==> src/sv/rhsv_pkg.sv <==
// shared constants, types and register map of the rainbow frame generator
package rhsv_pkg;

	localparam int LED_COUNT         = 25;
	localparam int HUE_FRACTION_BITS = 8;

	// hue in units of 2^-HUE_FRACTION_BITS degree
	localparam int HUE_FULL = 360 << HUE_FRACTION_BITS;
	localparam int HUE_SECT = 60 << HUE_FRACTION_BITS;
	localparam int HUE_W    = $clog2(HUE_FULL);
	localparam int T_W      = $clog2(HUE_SECT + 1);

	localparam int IDX_W  = (LED_COUNT > 1) ? $clog2(LED_COUNT) : 1;
	localparam int FRAC_W = (LED_COUNT > 1) ? $clog2(LED_COUNT) : 1;

	// per-led hue spread split into whole part and remainder
	localparam int SPREAD_Q = HUE_FULL / LED_COUNT;
	localparam int SPREAD_R = HUE_FULL % LED_COUNT;

	localparam int STEP_W = 17;
	localparam int PIX_W  = 5;
	localparam int ADDR_W = 4;
	localparam int DATA_W = 32;

	// floor(y/60) as (y*DIV60_MUL) >> DIV60_SH, exact for y below 23831
	localparam int DIV60_SH  = 20;
	localparam int DIV60_MUL = ((1 << DIV60_SH) + 59) / 60;
	localparam int DIV60_W   = $clog2(DIV60_MUL + 1);

	localparam int P_W = 8 + T_W;
	localparam int Y_W = P_W - HUE_FRACTION_BITS;

	localparam int REG_IDX_W = 2;
	localparam logic [REG_IDX_W-1:0] REG_SATURATION = 2'd0;
	localparam logic [REG_IDX_W-1:0] REG_BRIGHTNESS = 2'd1;
	localparam logic [REG_IDX_W-1:0] REG_HUE_STEP   = 2'd2;

	localparam logic [7:0]        SATURATION_RST = 8'd255;
	localparam logic [7:0]        BRIGHTNESS_RST = 8'd77;
	localparam logic [STEP_W-1:0] HUE_STEP_RST   = 17'd768;

	typedef struct packed {
		logic [7:0]        saturation;
		logic [7:0]        brightness;
		logic [STEP_W-1:0] hue_step;
	} cfg_t;

	typedef struct packed {
		logic             load;
		logic             issue;
		logic             last;
		logic [IDX_W-1:0] idx;
	} cmd_t;

	typedef struct packed {
		logic advance;
	} status_t;

endpackage

==> src/sv/rhsv_regs.sv <==
// configuration register file behind the apb port
module rhsv_regs (
	input  logic                       clk,
	input  logic                       arst_n,
	input  logic                       psel,
	input  logic                       penable,
	input  logic                       pwrite,
	input  logic [rhsv_pkg::ADDR_W-1:0] paddr,
	input  logic [rhsv_pkg::DATA_W-1:0] pwdata,
	output logic [rhsv_pkg::DATA_W-1:0] prdata,
	output logic                       pready,
	output rhsv_pkg::cfg_t             cfg
);
	import rhsv_pkg::*;

	cfg_t                 cfg_q;
	logic                 wr;
	logic [REG_IDX_W-1:0] reg_idx;

	assign pready  = 1'b1;
	assign reg_idx = paddr[ADDR_W-1:2];
	assign wr      = psel & penable & pwrite & pready;
	assign cfg     = cfg_q;

	always_ff @(posedge clk or negedge arst_n) begin
		if (!arst_n) begin
			cfg_q.saturation <= SATURATION_RST;
			cfg_q.brightness <= BRIGHTNESS_RST;
			cfg_q.hue_step   <= HUE_STEP_RST;
		end else if (wr) begin
			case (reg_idx)
				REG_SATURATION: cfg_q.saturation <= pwdata[7:0];
				REG_BRIGHTNESS: cfg_q.brightness <= pwdata[7:0];
				REG_HUE_STEP:   cfg_q.hue_step   <= pwdata[STEP_W-1:0];
				default: ;
			endcase
		end
	end

	always_comb begin
		case (reg_idx)
			REG_SATURATION: prdata = DATA_W'(cfg_q.saturation);
			REG_BRIGHTNESS: prdata = DATA_W'(cfg_q.brightness);
			REG_HUE_STEP:   prdata = DATA_W'(cfg_q.hue_step);
			default:        prdata = '0;
		endcase
	end

endmodule

==> src/sv/rhsv_ctrl.sv <==
// frame controller: takes requests and issues one pixel per cycle while the datapath advances
module rhsv_ctrl (
	input  logic                clk,
	input  logic                arst_n,
	input  logic                in_valid,
	output logic                in_ready,
	input  logic                frame_request,
	output rhsv_pkg::cmd_t      cmd,
	input  rhsv_pkg::status_t   sts
);
	import rhsv_pkg::*;

	localparam logic ST_IDLE = 1'b0;
	localparam logic ST_RUN  = 1'b1;

	logic             state_q;
	logic [IDX_W-1:0] cnt_q;
	logic             start;
	logic             last;

	assign in_ready = (state_q == ST_IDLE);
	assign start    = in_valid & in_ready & frame_request;
	assign last     = (cnt_q == IDX_W'(LED_COUNT - 1));

	assign cmd.load  = start;
	assign cmd.issue = (state_q == ST_RUN);
	assign cmd.last  = last;
	assign cmd.idx   = cnt_q;

	always_ff @(posedge clk or negedge arst_n) begin
		if (!arst_n) begin
			state_q <= ST_IDLE;
			cnt_q   <= '0;
		end else begin
			case (state_q)
				ST_IDLE: begin
					if (start) begin
						state_q <= ST_RUN;
						cnt_q   <= '0;
					end
				end
				ST_RUN: begin
					if (sts.advance) begin
						cnt_q <= cnt_q + 1'b1;
						if (last) begin
							state_q <= ST_IDLE;
						end
					end
				end
				default: state_q <= ST_IDLE;
			endcase
		end
	end

endmodule

==> src/sv/rhsv_dp.sv <==
// hue generator and hsv to rgb pipeline
module rhsv_dp (
	input  logic                      clk,
	input  logic                      arst_n,
	input  rhsv_pkg::cfg_t            cfg,
	input  rhsv_pkg::cmd_t            cmd,
	output rhsv_pkg::status_t         sts,
	output logic                      out_valid,
	input  logic                      out_ready,
	output logic [rhsv_pkg::PIX_W-1:0] pixel_index,
	output logic [7:0]                red,
	output logic [7:0]                green,
	output logic [7:0]                blue,
	output logic                      last_pixel
);
	import rhsv_pkg::*;

	localparam logic [2:0] SEC_0 = 3'd0;
	localparam logic [2:0] SEC_1 = 3'd1;
	localparam logic [2:0] SEC_2 = 3'd2;
	localparam logic [2:0] SEC_3 = 3'd3;
	localparam logic [2:0] SEC_4 = 3'd4;
	localparam logic [2:0] SEC_5 = 3'd5;

	localparam logic [HUE_W:0] FULL_X = (HUE_W+1)'(HUE_FULL);
	localparam logic [HUE_W:0] S1 = (HUE_W+1)'(HUE_SECT);
	localparam logic [HUE_W:0] S2 = (HUE_W+1)'(2 * HUE_SECT);
	localparam logic [HUE_W:0] S3 = (HUE_W+1)'(3 * HUE_SECT);
	localparam logic [HUE_W:0] S4 = (HUE_W+1)'(4 * HUE_SECT);
	localparam logic [HUE_W:0] S5 = (HUE_W+1)'(5 * HUE_SECT);

	logic             adv;
	logic             fire;

	logic [HUE_W-1:0] offset_q;
	logic [HUE_W-1:0] hue_q;
	logic [FRAC_W-1:0] frac_q;
	logic [7:0]       c_q;

	logic [FRAC_W:0]  frac_sum;
	logic             carry;
	logic [HUE_W:0]   hue_sum;
	logic [HUE_W:0]   step_x;
	logic [HUE_W:0]   step_mod;
	logic [HUE_W:0]   off_sum;
	logic [15:0]      vs;
	logic [16:0]      vs_adj;

	logic [HUE_W:0]   h;
	logic [2:0]       sector;
	logic [HUE_W:0]   rem;
	logic [HUE_W:0]   sect_dist;
	logic [HUE_W:0]   t_full;

	logic             valid_s1, valid_s2, valid_s3;
	logic [2:0]       sector_s1, sector_s2, sector_s3;
	logic [IDX_W-1:0] idx_s1, idx_s2, idx_s3;
	logic             last_s1, last_s2, last_s3;
	logic [T_W-1:0]   t_s1;
	logic [P_W-1:0]   p_s2;
	logic [7:0]       x_s3;

	logic [Y_W-1:0]   y;
	logic [Y_W+DIV60_W-1:0] q_prod;

	logic [7:0]       m;
	logic [7:0]       r1, g1, b1;
	logic             out_valid_q;

	// whole pipeline moves when the output register is free or being emptied
	assign adv         = !out_valid_q || out_ready;
	assign sts.advance = adv;
	assign fire        = cmd.issue & adv;

	// running hue: offset plus floor(i*full/leds), kept as whole and remainder
	assign frac_sum = (FRAC_W+1)'(frac_q) + (FRAC_W+1)'(SPREAD_R);
	assign carry    = (frac_sum >= (FRAC_W+1)'(LED_COUNT));
	assign hue_sum  = (HUE_W+1)'(hue_q) + (HUE_W+1)'(SPREAD_Q) + (HUE_W+1)'(carry);

	assign step_x   = (HUE_W+1)'(cfg.hue_step);
	assign step_mod = (step_x >= FULL_X) ? (step_x - FULL_X) : step_x;
	assign off_sum  = (HUE_W+1)'(offset_q) + step_mod;

	// v*s/255 exact for 16-bit products
	assign vs     = cfg.brightness * cfg.saturation;
	assign vs_adj = 17'(vs) + 17'(vs >> 8) + 17'd1;

	always_ff @(posedge clk or negedge arst_n) begin
		if (!arst_n) begin
			offset_q <= '0;
		end else if (fire && cmd.last) begin
			offset_q <= (off_sum >= FULL_X) ? HUE_W'(off_sum - FULL_X) : HUE_W'(off_sum);
		end
	end

	always_ff @(posedge clk) begin
		c_q <= vs_adj[15:8];
		if (cmd.load) begin
			hue_q  <= offset_q;
			frac_q <= '0;
		end else if (fire) begin
			hue_q  <= (hue_sum >= FULL_X) ? HUE_W'(hue_sum - FULL_X) : HUE_W'(hue_sum);
			frac_q <= carry ? FRAC_W'(frac_sum - (FRAC_W+1)'(LED_COUNT)) : FRAC_W'(frac_sum);
		end
	end

	// sector and distance from the sector edge
	assign h = (HUE_W+1)'(hue_q);

	always_comb begin
		if (h >= S5)      sector = SEC_5;
		else if (h >= S4) sector = SEC_4;
		else if (h >= S3) sector = SEC_3;
		else if (h >= S2) sector = SEC_2;
		else if (h >= S1) sector = SEC_1;
		else              sector = SEC_0;
	end

	assign rem       = (h >= S4) ? (h - S4) : ((h >= S2) ? (h - S2) : h);
	assign sect_dist = (rem >= S1) ? (rem - S1) : (S1 - rem);
	assign t_full    = S1 - sect_dist;

	always_ff @(posedge clk or negedge arst_n) begin
		if (!arst_n) begin
			valid_s1    <= 1'b0;
			valid_s2    <= 1'b0;
			valid_s3    <= 1'b0;
			out_valid_q <= 1'b0;
		end else if (adv) begin
			valid_s1    <= cmd.issue;
			valid_s2    <= valid_s1;
			valid_s3    <= valid_s2;
			out_valid_q <= valid_s3;
		end
	end

	// x = floor(c*t/sect) = floor(floor(c*t >> frac)/60)
	assign y      = p_s2[P_W-1:HUE_FRACTION_BITS];
	assign q_prod = y * DIV60_W'(DIV60_MUL);

	always_ff @(posedge clk) begin
		if (adv) begin
			sector_s1 <= sector;
			t_s1      <= T_W'(t_full);
			idx_s1    <= cmd.idx;
			last_s1   <= cmd.last;

			sector_s2 <= sector_s1;
			p_s2      <= c_q * t_s1;
			idx_s2    <= idx_s1;
			last_s2   <= last_s1;

			sector_s3 <= sector_s2;
			x_s3      <= 8'(q_prod >> DIV60_SH);
			idx_s3    <= idx_s2;
			last_s3   <= last_s2;
		end
	end

	assign m = cfg.brightness - c_q;

	always_comb begin
		case (sector_s3)
			SEC_0:   begin r1 = c_q;  g1 = x_s3; b1 = 8'd0; end
			SEC_1:   begin r1 = x_s3; g1 = c_q;  b1 = 8'd0; end
			SEC_2:   begin r1 = 8'd0; g1 = c_q;  b1 = x_s3; end
			SEC_3:   begin r1 = 8'd0; g1 = x_s3; b1 = c_q;  end
			SEC_4:   begin r1 = x_s3; g1 = 8'd0; b1 = c_q;  end
			default: begin r1 = c_q;  g1 = 8'd0; b1 = x_s3; end
		endcase
	end

	always_ff @(posedge clk) begin
		if (adv) begin
			pixel_index <= PIX_W'(idx_s3);
			red         <= r1 + m;
			green       <= g1 + m;
			blue        <= b1 + m;
			last_pixel  <= last_s3;
		end
	end

	assign out_valid = out_valid_q;

endmodule

==> src/sv/rainbow_hsv_led_frame_generator_unit.sv <==
// Rainbow frame generator. Each accepted word with frame_request high produces
// LED_COUNT pixel words in strip order, one per cycle while out_ready stays high.
// The controller loads the frame's starting hue, then issues one pixel each time
// the pipeline advances; each pixel passes the hue sector, c*t multiply,
// divide-by-60 multiply and output register stages. A word with frame_request
// low is taken and produces nothing. The hue offset advances by hue_step once
// per frame. Registers (apb, byte address 4*i): 0 saturation, 1 brightness,
// 2 hue_step; write them only while no frame is in flight.
module rainbow_hsv_led_frame_generator_unit (
	input  logic                       clk,
	input  logic                       arst_n,
	input  logic                       psel,
	input  logic                       penable,
	input  logic                       pwrite,
	input  logic [rhsv_pkg::ADDR_W-1:0] paddr,
	input  logic [rhsv_pkg::DATA_W-1:0] pwdata,
	output logic [rhsv_pkg::DATA_W-1:0] prdata,
	output logic                       pready,
	input  logic                       in_valid,
	output logic                       in_ready,
	input  logic                       frame_request,
	output logic                       out_valid,
	input  logic                       out_ready,
	output logic [rhsv_pkg::PIX_W-1:0]  pixel_index,
	output logic [7:0]                 red,
	output logic [7:0]                 green,
	output logic [7:0]                 blue,
	output logic                       last_pixel
);
	import rhsv_pkg::*;

	cfg_t    cfg;
	cmd_t    cmd;
	status_t sts;

	rhsv_regs u_regs (
		.clk     (clk),
		.arst_n  (arst_n),
		.psel    (psel),
		.penable (penable),
		.pwrite  (pwrite),
		.paddr   (paddr),
		.pwdata  (pwdata),
		.prdata  (prdata),
		.pready  (pready),
		.cfg     (cfg)
	);

	rhsv_ctrl u_ctrl (
		.clk           (clk),
		.arst_n        (arst_n),
		.in_valid      (in_valid),
		.in_ready      (in_ready),
		.frame_request (frame_request),
		.cmd           (cmd),
		.sts           (sts)
	);

	rhsv_dp u_dp (
		.clk         (clk),
		.arst_n      (arst_n),
		.cfg         (cfg),
		.cmd         (cmd),
		.sts         (sts),
		.out_valid   (out_valid),
		.out_ready   (out_ready),
		.pixel_index (pixel_index),
		.red         (red),
		.green       (green),
		.blue        (blue),
		.last_pixel  (last_pixel)
	);

endmodule

==> config.mk <==
export PLATFORM = sky130hd
export DESIGN_NAME = rainbow_hsv_led_frame_generator_unit
export DESIGN_NICKNAME = d
export VERILOG_FILES = /design/src/sv/rhsv_pkg.sv /design/src/sv/rhsv_regs.sv /design/src/sv/rhsv_ctrl.sv /design/src/sv/rhsv_dp.sv /design/src/sv/rainbow_hsv_led_frame_generator_unit.sv
export SDC_FILE = /design/constraint.sdc
export NUM_CORES = 1
export LEC_CHECK = 0
export BUFFER_PORTS_ARGS = -buffer_cell sky130_fd_sc_hd__clkbuf_2
export CAP_MARGIN = 20
export CORE_MARGIN = 5
export CORE_UTILIZATION = 55
export CTS_CLUSTER_DIAMETER = 40
export DETAILED_ROUTE_END_ITERATION = 6
export GPL_TIMING_DRIVEN = 0
export PLACE_DENSITY = 0.83
export REMOVE_ABC_BUFFERS = 1
export SLEW_MARGIN = 15
export SYNTH_ARGS = -nofsm -noshare
export SYNTH_HDL_FRONTEND = slang
export SYNTH_SLANG_ARGS = --single-unit
==> constraint.sdc <==
create_clock -name clk -period 8.1 [get_ports clk]
set_input_delay 1.62 -clock clk [delete_from_list [all_inputs] [get_ports clk]]
set_output_delay 1.62 -clock clk [all_outputs]
set_load 0.02 [all_outputs]
# --- After elaboration in Yosys (flattened, before gate mapping) ---
# Index checks and enable logic that the tools add are counted.
op_classes:
  add_sub_neg: 20
  n_mul: 3
  n_lt_le_gt_ge: 10
  eq_ne: 9
  mux: 24
  n_bitwise: 6
  n_reduce_logical: 17
op_table:
  columns: ["cell", "count"]
  rows:
  - ["2-to-1 mux 17 bit", 4]
  - ["2-to-1 mux 18 bit", 3]
  - ["one-hot mux 17 bit (3 select lines)", 1]
  - ["one-hot mux 8 bit (2 select lines)", 3]
  - ["greater-or-equal comparator 18 x 17 -> 1 bit, second input constant", 2]
  - ["greater-or-equal comparator 17 x 16 -> 1 bit, second input constant", 2]
  - ["greater-or-equal comparator 17 bit, second input constant", 2]
  - ["subtractor 17 bit, second input constant", 2]
  - ["multiplier 14 x 15 -> 28 bit, second input constant", 1]
  - ["subtractor 14 bit, first input constant", 2]
  - ["adder 8 bit", 3]
  - ["multiplier 8 x 14 -> 22 bit", 1]
  - ["adder 17 x 12 -> 18 bit, second input constant", 1]
  - ["adder 17 x 18 -> 18 bit", 1]
  - ["adder 18 x 1 -> 18 bit", 1]
  - ["greater-or-equal comparator 18 x 14 -> 1 bit, second input constant", 1]
  - ["subtractor 17 x 15 -> 18 bit, second input constant", 1]
  - ["subtractor 17 x 16 -> 18 bit, second input constant", 1]
  - ["subtractor 17 x 17 -> 18 bit, second input constant", 1]
  - ["greater-or-equal comparator 17 x 14 -> 1 bit, second input constant", 1]
  - ["greater-or-equal comparator 17 x 15 -> 1 bit, second input constant", 1]
  - ["adder 16 x 1 -> 16 bit, second input constant", 1]
  - ["adder 16 x 8 -> 16 bit", 1]
  - ["multiplier 8 x 8 -> 16 bit", 1]
  - ["other kinds (30)", 51]
word_totals:
  regBits: 191
  in_bits: 44
  output_inout_bits: 65
  word_cells: 120

# --- Longest topological paths before layout ---
# Gate-level depths: netlist of the first run.
logic_depth:
  depth_word: 7
  depth_mapped: 25
  mapped_depth_nobuf: 24

# --- By module ---
# A second synthesis of the first run with hierarchy kept.
hier_totals:
  cells_unflattened: 1937
  area_unflattened_um2: 18679.2
by_module_without_submodules:
  columns: ["mod", "instances", "cells_per_inst", "area_per_inst_um2", "seq_area_each_um2"]
  rows:
  - ["rhsv_dp", 1, 1774, 16654.7, 4088.9]
  - ["rhsv_regs", 1, 128, 1681.6, 843.3]
  - ["rhsv_ctrl", 1, 35, 342.8, 150.1]

# --- Least setup slack after synthesis of the first run ---
# Ideal clock, no wire load.
synth_timing:
  kind: "reg2reg"
  start: "reg u_regs.cfg_q, in the netlist u_regs.cfg[17]"
  end: "reg u_dp.c_q[7]"
  setup_time_ns: 0.072
  t_arrival_ns: 5.984
  t_required_ns: 8.028
  slack_ns: 2.045
  stages_incl_launch_ff: 25
  path_buffers: 1
  synth_period_minus_slack_ns: 6.055
  path_cell_list: "dfstp_2 clkbuf_1 nand2_1 fa_1 fa_1 inv_1 fa_1 inv_1 fa_1 inv_1 ha_1 nor3_1 nor2_1 and3_1 o31ai_1 xor2_1 inv_1 ha_1 nand2_1 a2111oi_0 a211oi_1 o31ai_1 a21oi_1 nor3_1 xor2_1"
synth_between:
  elab_chain_cells: 3
synth_rtl:
  columns: ["item", "line_no", "rtl"]
  rows:
  - ["start: declaration", "rhsv_regs.sv:16", "cfg_t cfg_q;"]
  - ["multiplier 8 x 8 -> 16 bit", "rhsv_dp.sv:85", "assign vs = cfg.brightness * cfg.saturation;"]
  - ["adder 16 x 8 -> 16 bit", "rhsv_dp.sv:86", "assign vs_adj = 17'(vs) + 17'(vs >> 8) + 17'd1;"]
  - ["adder 16 x 1 -> 16 bit", "rhsv_dp.sv:86", null]
  - ["net u_dp.vs_adj[15]", "rhsv_dp.sv:47", "logic [16:0] vs_adj;"]
  - ["end signal: assignment", "rhsv_dp.sv:97", "c_q <= vs_adj[15:8];"]
  - ["end: declaration", "rhsv_dp.sv:38", "logic [7:0] c_q;"]
# The timed path passes the listed nets, and every way through them passes these cells.
# A chain may end at the register's enable or synchronous reset.

# --- Worst setup path after layout of the first run ---
layout_timing:
  start: "reg u_regs.cfg_q, in the netlist u_regs.cfg[17]"
  end: "reg u_dp.c_q[5]"
# Same word-level chain as after synthesis.

==> impl_metrics.ini, run 1 <==
[run_status]
outcome = completed

[setup_path]
r2r-end = u_dp.c_q[5]
r2r_setup_slack_ns = 1.56
endpoint_kind = flop
crit_start = u_regs.cfg[17]
crit_family = adder cells
r2r_start = u_regs.cfg[17]
endpoint = u_dp.c_q[5]
cp_slowest_stage_delay_ns = 0.67
arrival_ns = 6.89
slowest_stage = dfstp_2
reg2regPathDepth = 23
crit_cells = 23
cp_max_fo = 11
crit_type = reg2reg
critPathRequiredTime_ns = 8.46
cp.buffers_inverters = 4
crit_chain = nand2_1 > fa_1 > fa_1 > inv_1 > fa_1 > inv_1 > fa_1 > inv_1 > ha_1 > nor3_1 > nor2_1 > and3_1 > o31ai_1 > xor2_1 > inv_1 > ha_1 > nand2_1 > a2111oi_0 > a211oi_1 > o31ai_1 > a21oi_1 > nor2_1 > xor2_1
startpoint_type = flop

[sta]
slew_viol_final = 0
period_share = 0.807
fmax_mhz = 153
tns_ns = 0
hold_violations = 0
slew_headroom = 0.372
layout_min_cycle_time_ns = 6.54
final.setup_skew_ns = 0.0108
finalSetupViolCount = 0
worst-slew-pin-transition_ns = 0.941
grt_setup_unrepaired = false

[synth]
syn_inst = 2016
synth.distinct_cells = 83
async_reset_ff_frac = 0.328
synth_area_leaders = edfxtp_1 (17%), ha_1 (15%), fa_1 (14%)
postSynthAreaPerCell_um2 = 9.44
synth_top_area_cell = edfxtp_1
ys_seq_area_frac = 0.267
synth-edff-count = 110
synth_top_flop_cell = edfxtp_1
yosys_warnings = 0
synth.cell_area_um2 = 19000
ys_ff_latch = 183
synth.top_cell.area_share = 0.174

[global_route]
grt.overflow.total = 0
grt_max_degree = 57
grt_usage = 0.212
grt_pass1_wl_mm = 68.7
antenna_found_initial = 0
first_global_vias = 14600

[die]
ios = 109
core_area_um2 = 34400
start_util = 0.553
die_x_um = 196
row_count = 68
dieHeight_um = 196
die_area_um2 = 38400

[finish]
syn_to_final_growth_pct = 6.42
diodes = 0
layout.nets = 2442
layout-drive-gt1-share = 0.0937

[routing]
antenna_left = 0
wirelength_mm = 40.0
drt_iter0_markers = 889
drt-pass1-iter-count = 5
vias = 14300
drc = 0
detail_route.wl_per_cell_um = 16.0
via_per_inst = 5.70

[clock_tree]
cts_tree = done
htreeDepth = 4
holdBufCountCts = 0
cts_sinks = 183
cts_resized = 0
clk-insertion-delay-late_ns = 0.45
cts.clk_slew.worst_paths_ns = 0.07
cts_root_buffer = clkbuf_16
cts_buffers = 17
clk_path_buf_depth = 2
post-cts-setup-buffers = 0

[run]
drv.max_cap_violation_count = 0

[place]
portBuffers = 75
dp_hpwl_mm = 30.8
gp_congestion = 0.909

[min_path]
hold_path_class = reg2reg
-- metal layers --
metal / share of wire / GRT usage / up-vias
li1: - / - / 6883
met1: 0.43 / 0.272 / 6915
met2: 0.50 / 0.373 / 409
met3: 0.048 / 0.0297 / 70
met4: 0.019 / 0.0615 / 0
met5: 0 / 0 / -
-- cells in the final DEF (no fill, tap or decap), types with 6 or more instances in the layout --
master / netlist / final
nand2b_1: 18 / 17
dfrtp_1: 46 / 46
nand2_1: 204 / 204
clkbuf_2: 0 / 74
o21a_1: 14 / 14
clkbuf_16: 0 / 17
nor3_1: 35 / 34
or2_2: 9 / 9
conb_1: 2 / 16
mux2_2: 37 / 37
xor2_1: 51 / 51
or3_1: 11 / 11
fa_1: 132 / 132
and3_1: 7 / 7
a21o_1: 23 / 23
xnor2_1: 75 / 75
a211oi_1: 19 / 19
nand3_1: 21 / 21
a21oi_1: 93 / 93
o21ai_0: 94 / 94
and2_1: 129 / 129
nand4_1: 7 / 7
o31ai_1: 7 / 7
o21bai_1: 16 / 16
a21boi_0: 6 / 6
a31oi_1: 20 / 20
dfstp_2: 14 / 14
ha_1: 229 / 229
edfxtp_1: 110 / 110
mux2i_1: 22 / 22
dfxtp_1: 13 / 13
nor2_1: 107 / 106
and4b_1: 6 / 6
nor2b_1: 15 / 14
inv_1: 230 / 230
a22o_1: 12 / 12
inv_6: 0 / 7
-- metrics by stage --
stage / hold slack [ns] / cell area, µm² / util / instances / setup slack [ns]
2_1_floorplan: 0.400 / 18700 / - / 1940 / 2.22
6_report: 0.417 / 20200 / 0.589 / 2505 / 1.56
3_5_place_dp: 0.405 / 19700 / 0.572 / 2473 / 1.63
4_1_cts: 0.418 / 20200 / 0.589 / 2505 / 1.62
3_3_place_gp: 0.402 / 19600 / 0.570 / 2470 / 1.02
5_1_grt: 0.423 / 20200 / 0.589 / 2505 / 1.03
-- final cells by class --
cell class                      count  area, µm²
Clock buffer                       17        425
Fill cell                        2785      14100
Timing Repair Buffer               78        440
Tap cell                          455        569
Inverter                          230        863
Clock inverter                     15        133
Sequential cell                   183       5080
Multi-Input combinational cell   1527      12700
-- worst min-delay path by stage --
stage	startpoint	to	cells past startpoint	slack (ns)
after floorplan	u_dp.idx_s1[0]	u_dp.idx_s2[0]	0	0.40
after global placement	u_dp.last_s1	u_dp.last_s2	0	0.40
after global routing	u_dp.idx_s2[2]	u_dp.idx_s3[2]	0	0.42
after CTS	u_dp.idx_s1[4]	u_dp.idx_s2[4]	0	0.42
final	u_dp.last_s1	u_dp.last_s2	0	0.42
after detailed placement	u_dp.idx_s1[4]	u_dp.idx_s2[4]	0	0.40
-- cells by family (layout without fill, tap and decap cells) --
family | count (synthesis) | count (layout) | synth area share
other cells | 2 | 16 | 0.000395
xor+xnor | 128 | 128 | 0.0601
mux | 59 | 59 | 0.0335
simple gates | 593 | 593 | 0.154
fa+ha+maj | 361 | 361 | 0.290
flops | 183 | 183 | 0.267
buf+inv | 320 | 340 | 0.0676
compound gates | 370 | 370 | 0.128
-- sequential cells by signal (all words and copies together), names as in the netlist, 8 cells and up --
register       cells
u_dp.blue          8
u_dp.c_q           8
u_dp.green         8
u_dp.hue_q        17
u_dp.offset_q     17
u_dp.p_s2         14
u_dp.red           8
u_dp.t_s1         14
u_dp.x_s3          8
u_regs.cfg        33
-- cell usage after synthesis, types with 23 or more instances --
master,count
dfrtp_1,46
edfxtp_1,110
o21ai_0,94
xor2_1,51
inv_1,230
a21oi_1,93
nor2_1,107
ha_1,229
xnor2_1,75
nor3_1,35
fa_1,132
and2_1,129
nand2_1,204
clkbuf_1,66
a21o_1,23
mux2_2,37
-- worst register-to-register path, stage by stage, from the launching register on --
cell and delay, ns:
dfstp_2 0.67, nand2_1 0.12, fa_1 0.51, fa_1 0.55, inv_1 0.05, fa_1 0.53, inv_1 0.05, fa_1 0.52
inv_1 0.04, ha_1 0.35, nor3_1 0.22, nor2_1 0.08, and3_1 0.20, o31ai_1 0.46, xor2_1 0.47, inv_1 0.13
ha_1 0.30, nand2_1 0.06, a2111oi_0 0.41, a211oi_1 0.10, o31ai_1 0.09, a21oi_1 0.17, nor2_1 0.17, xor2_1 0.20
Power of run 1 is not shown: default switching activity piles up to over one toggle a cycle in this logic, so the estimate is an artifact.
==> run 2, diff against run 1 <==
- clock period: 8.1 -> 6.5 ns (I/O delays scaled with it)
==> impl_metrics.ini, run 2 (synthesis gave the netlist of run 1 again) <==
[run_status]
outcome = completed

[die]
core_area_um2 = 34400
start_util = 0.553
die_x_um = 196
ios = 109
dieHeight_um = 196
row_count = 68
die_area_um2 = 38400

[run]
drv.max_cap_violation_count = 0

[finish]
largest_register_ffs = 33
diodes = 0
register_area_um2 = 5080
layout_commonest_cell = inv_1
fillers = 2775
layout-drive-gt1-share = 0.0983
syn_to_final_growth_pct = 6.75
layout.nets = 2446
final_core_util = 0.591
fin_area_um2 = 20300
final_cell_mix = inv_1 (230), ha_1 (229), nand2_1 (204)
multi_input_area_um2 = 12800

[sta]
holdWs_ns = 0.418
fmax_mhz = 161
layout_min_cycle_time_ns = 6.21
slew_viol_final = 0
worst-slew-pin-transition_ns = 0.936
finalSetupViolCount = 0
final.setup_skew_ns = 0.0132
slew_headroom = 0.375
period_share = 0.955
hold_violations = 0

[routing]
drt_iter0_markers = 941
detail_route.wl_per_cell_um = 16.0
wirelength_mm = 40.1
drc = 0
top_layer = met4
wl_met1_mm = 17.3
wl_met2_mm = 20.2
met3WireLength_mm = 1.94
vias = 14300
drt-pass1-iter-count = 7
via_per_inst = 5.70
antenna_left = 0

[setup_path]
crit_type = reg2reg
arrival_ns = 6.53
startpoint_type = flop
cp_max_fo = 11
endpoint_kind = flop
critPathRequiredTime_ns = 6.83

[clock_tree]
cts_sinks = 183
cts_buffers = 17
clk-insertion-delay-late_ns = 0.45
htreeDepth = 4
cts.clk_slew.worst_paths_ns = 0.07
cts_root_buffer = clkbuf_16
cts_tree = done
clk_path_buf_depth = 2

[global_route]
grt_max_degree = 57
grt_usage = 0.212
antenna_found_initial = 0
grt.overflow.total = 0
grt_pass1_wl_mm = 68.7
first_global_vias = 14600

[place]
dp_hpwl_mm = 30.8
gp_congestion = 0.909
dpl_cell_area_um2 = 19700
portBuffers = 75

[min_path]
hold_path_class = reg2reg
[run 2: cell type report]
type | instances | share of cell area
multi-input combinational | 1527 | 0.628
clock inverter | 15 | 0.00653
inverter | 230 | 0.0425
sequential | 183 | 0.250
timing repair buffer | 82 | 0.0232
tap | 455 | 0.0280
clock buffer | 17 | 0.0210
[run 2: path summary, 6_finish.rpt]
| check | start | end | slack (ns) | cells after the start |
|---|---|---|---|---|
| max in group asynchronous | arst_n | u_regs.cfg[23] | 5.27 | 2 |
| worst max-delay path | u_regs.cfg[22] | u_dp.c_q[6] | 0.29 | 21 |
| worst min-delay path | u_dp.last_s1 | u_dp.last_s2 | 0.42 | 0 |
| worst max register to register | u_regs.cfg[22] | u_dp.c_q[6] | 0.29 | 21 |
| worst min register to register | u_dp.last_s1 | u_dp.last_s2 | 0.42 | 0 |
| min in group asynchronous | arst_n | u_dp.out_valid | 0.68 | 1 |
[run 2: critical path, stage by stage, from the launching register on]
cell	delay, ns
dfrtp_1	0.68
and2_1	0.23
fa_1	0.45
fa_1	0.47
fa_1	0.54
inv_1	0.05
fa_1	0.52
inv_1	0.04
ha_1	0.36
o21a_1	0.23
and3_1	0.20
a211o_1	0.38
a21o_1	0.22
a21o_1	0.17
a21oi_1	0.16
xnor2_1	0.20
ha_1	0.38
and2_1	0.21
nand2_1	0.07
nor2_1	0.04
a2111oi_1	0.36
nand2_1	0.11
[run 2: routing by layer]
metal	vias to the layer above	global-route usage
met3	60	0.0297
li1	6889	-
met2	398	0.373
met5	-	0
met1	6962	0.272
met4	0	0.0615
[run 2: repair_timing]
| action | 4_1_cts | 5_1_grt |
|---|---|---|
| endpoints found under the setup margin | 0 | 8 |
| gates resized for setup | 0 | 10 |
| setup buffers | 0 | 4 |
| hold buffers | 0 | 0 |
[run 2: metrics by stage]
stage	setup slack (ns)	setup TNS, ns	std cells
6_report	0.293	0	2509
5_1_grt	-0.0353	-0.0651	2509
4_1_cts	0.0218	0	2505
3_5_place_dp	0.0344	0	2473
3_3_place_gp	-0.259	-0.498	2470
2_1_floorplan	0.620	0	1940
Power of run 2 is left out for the same reason.
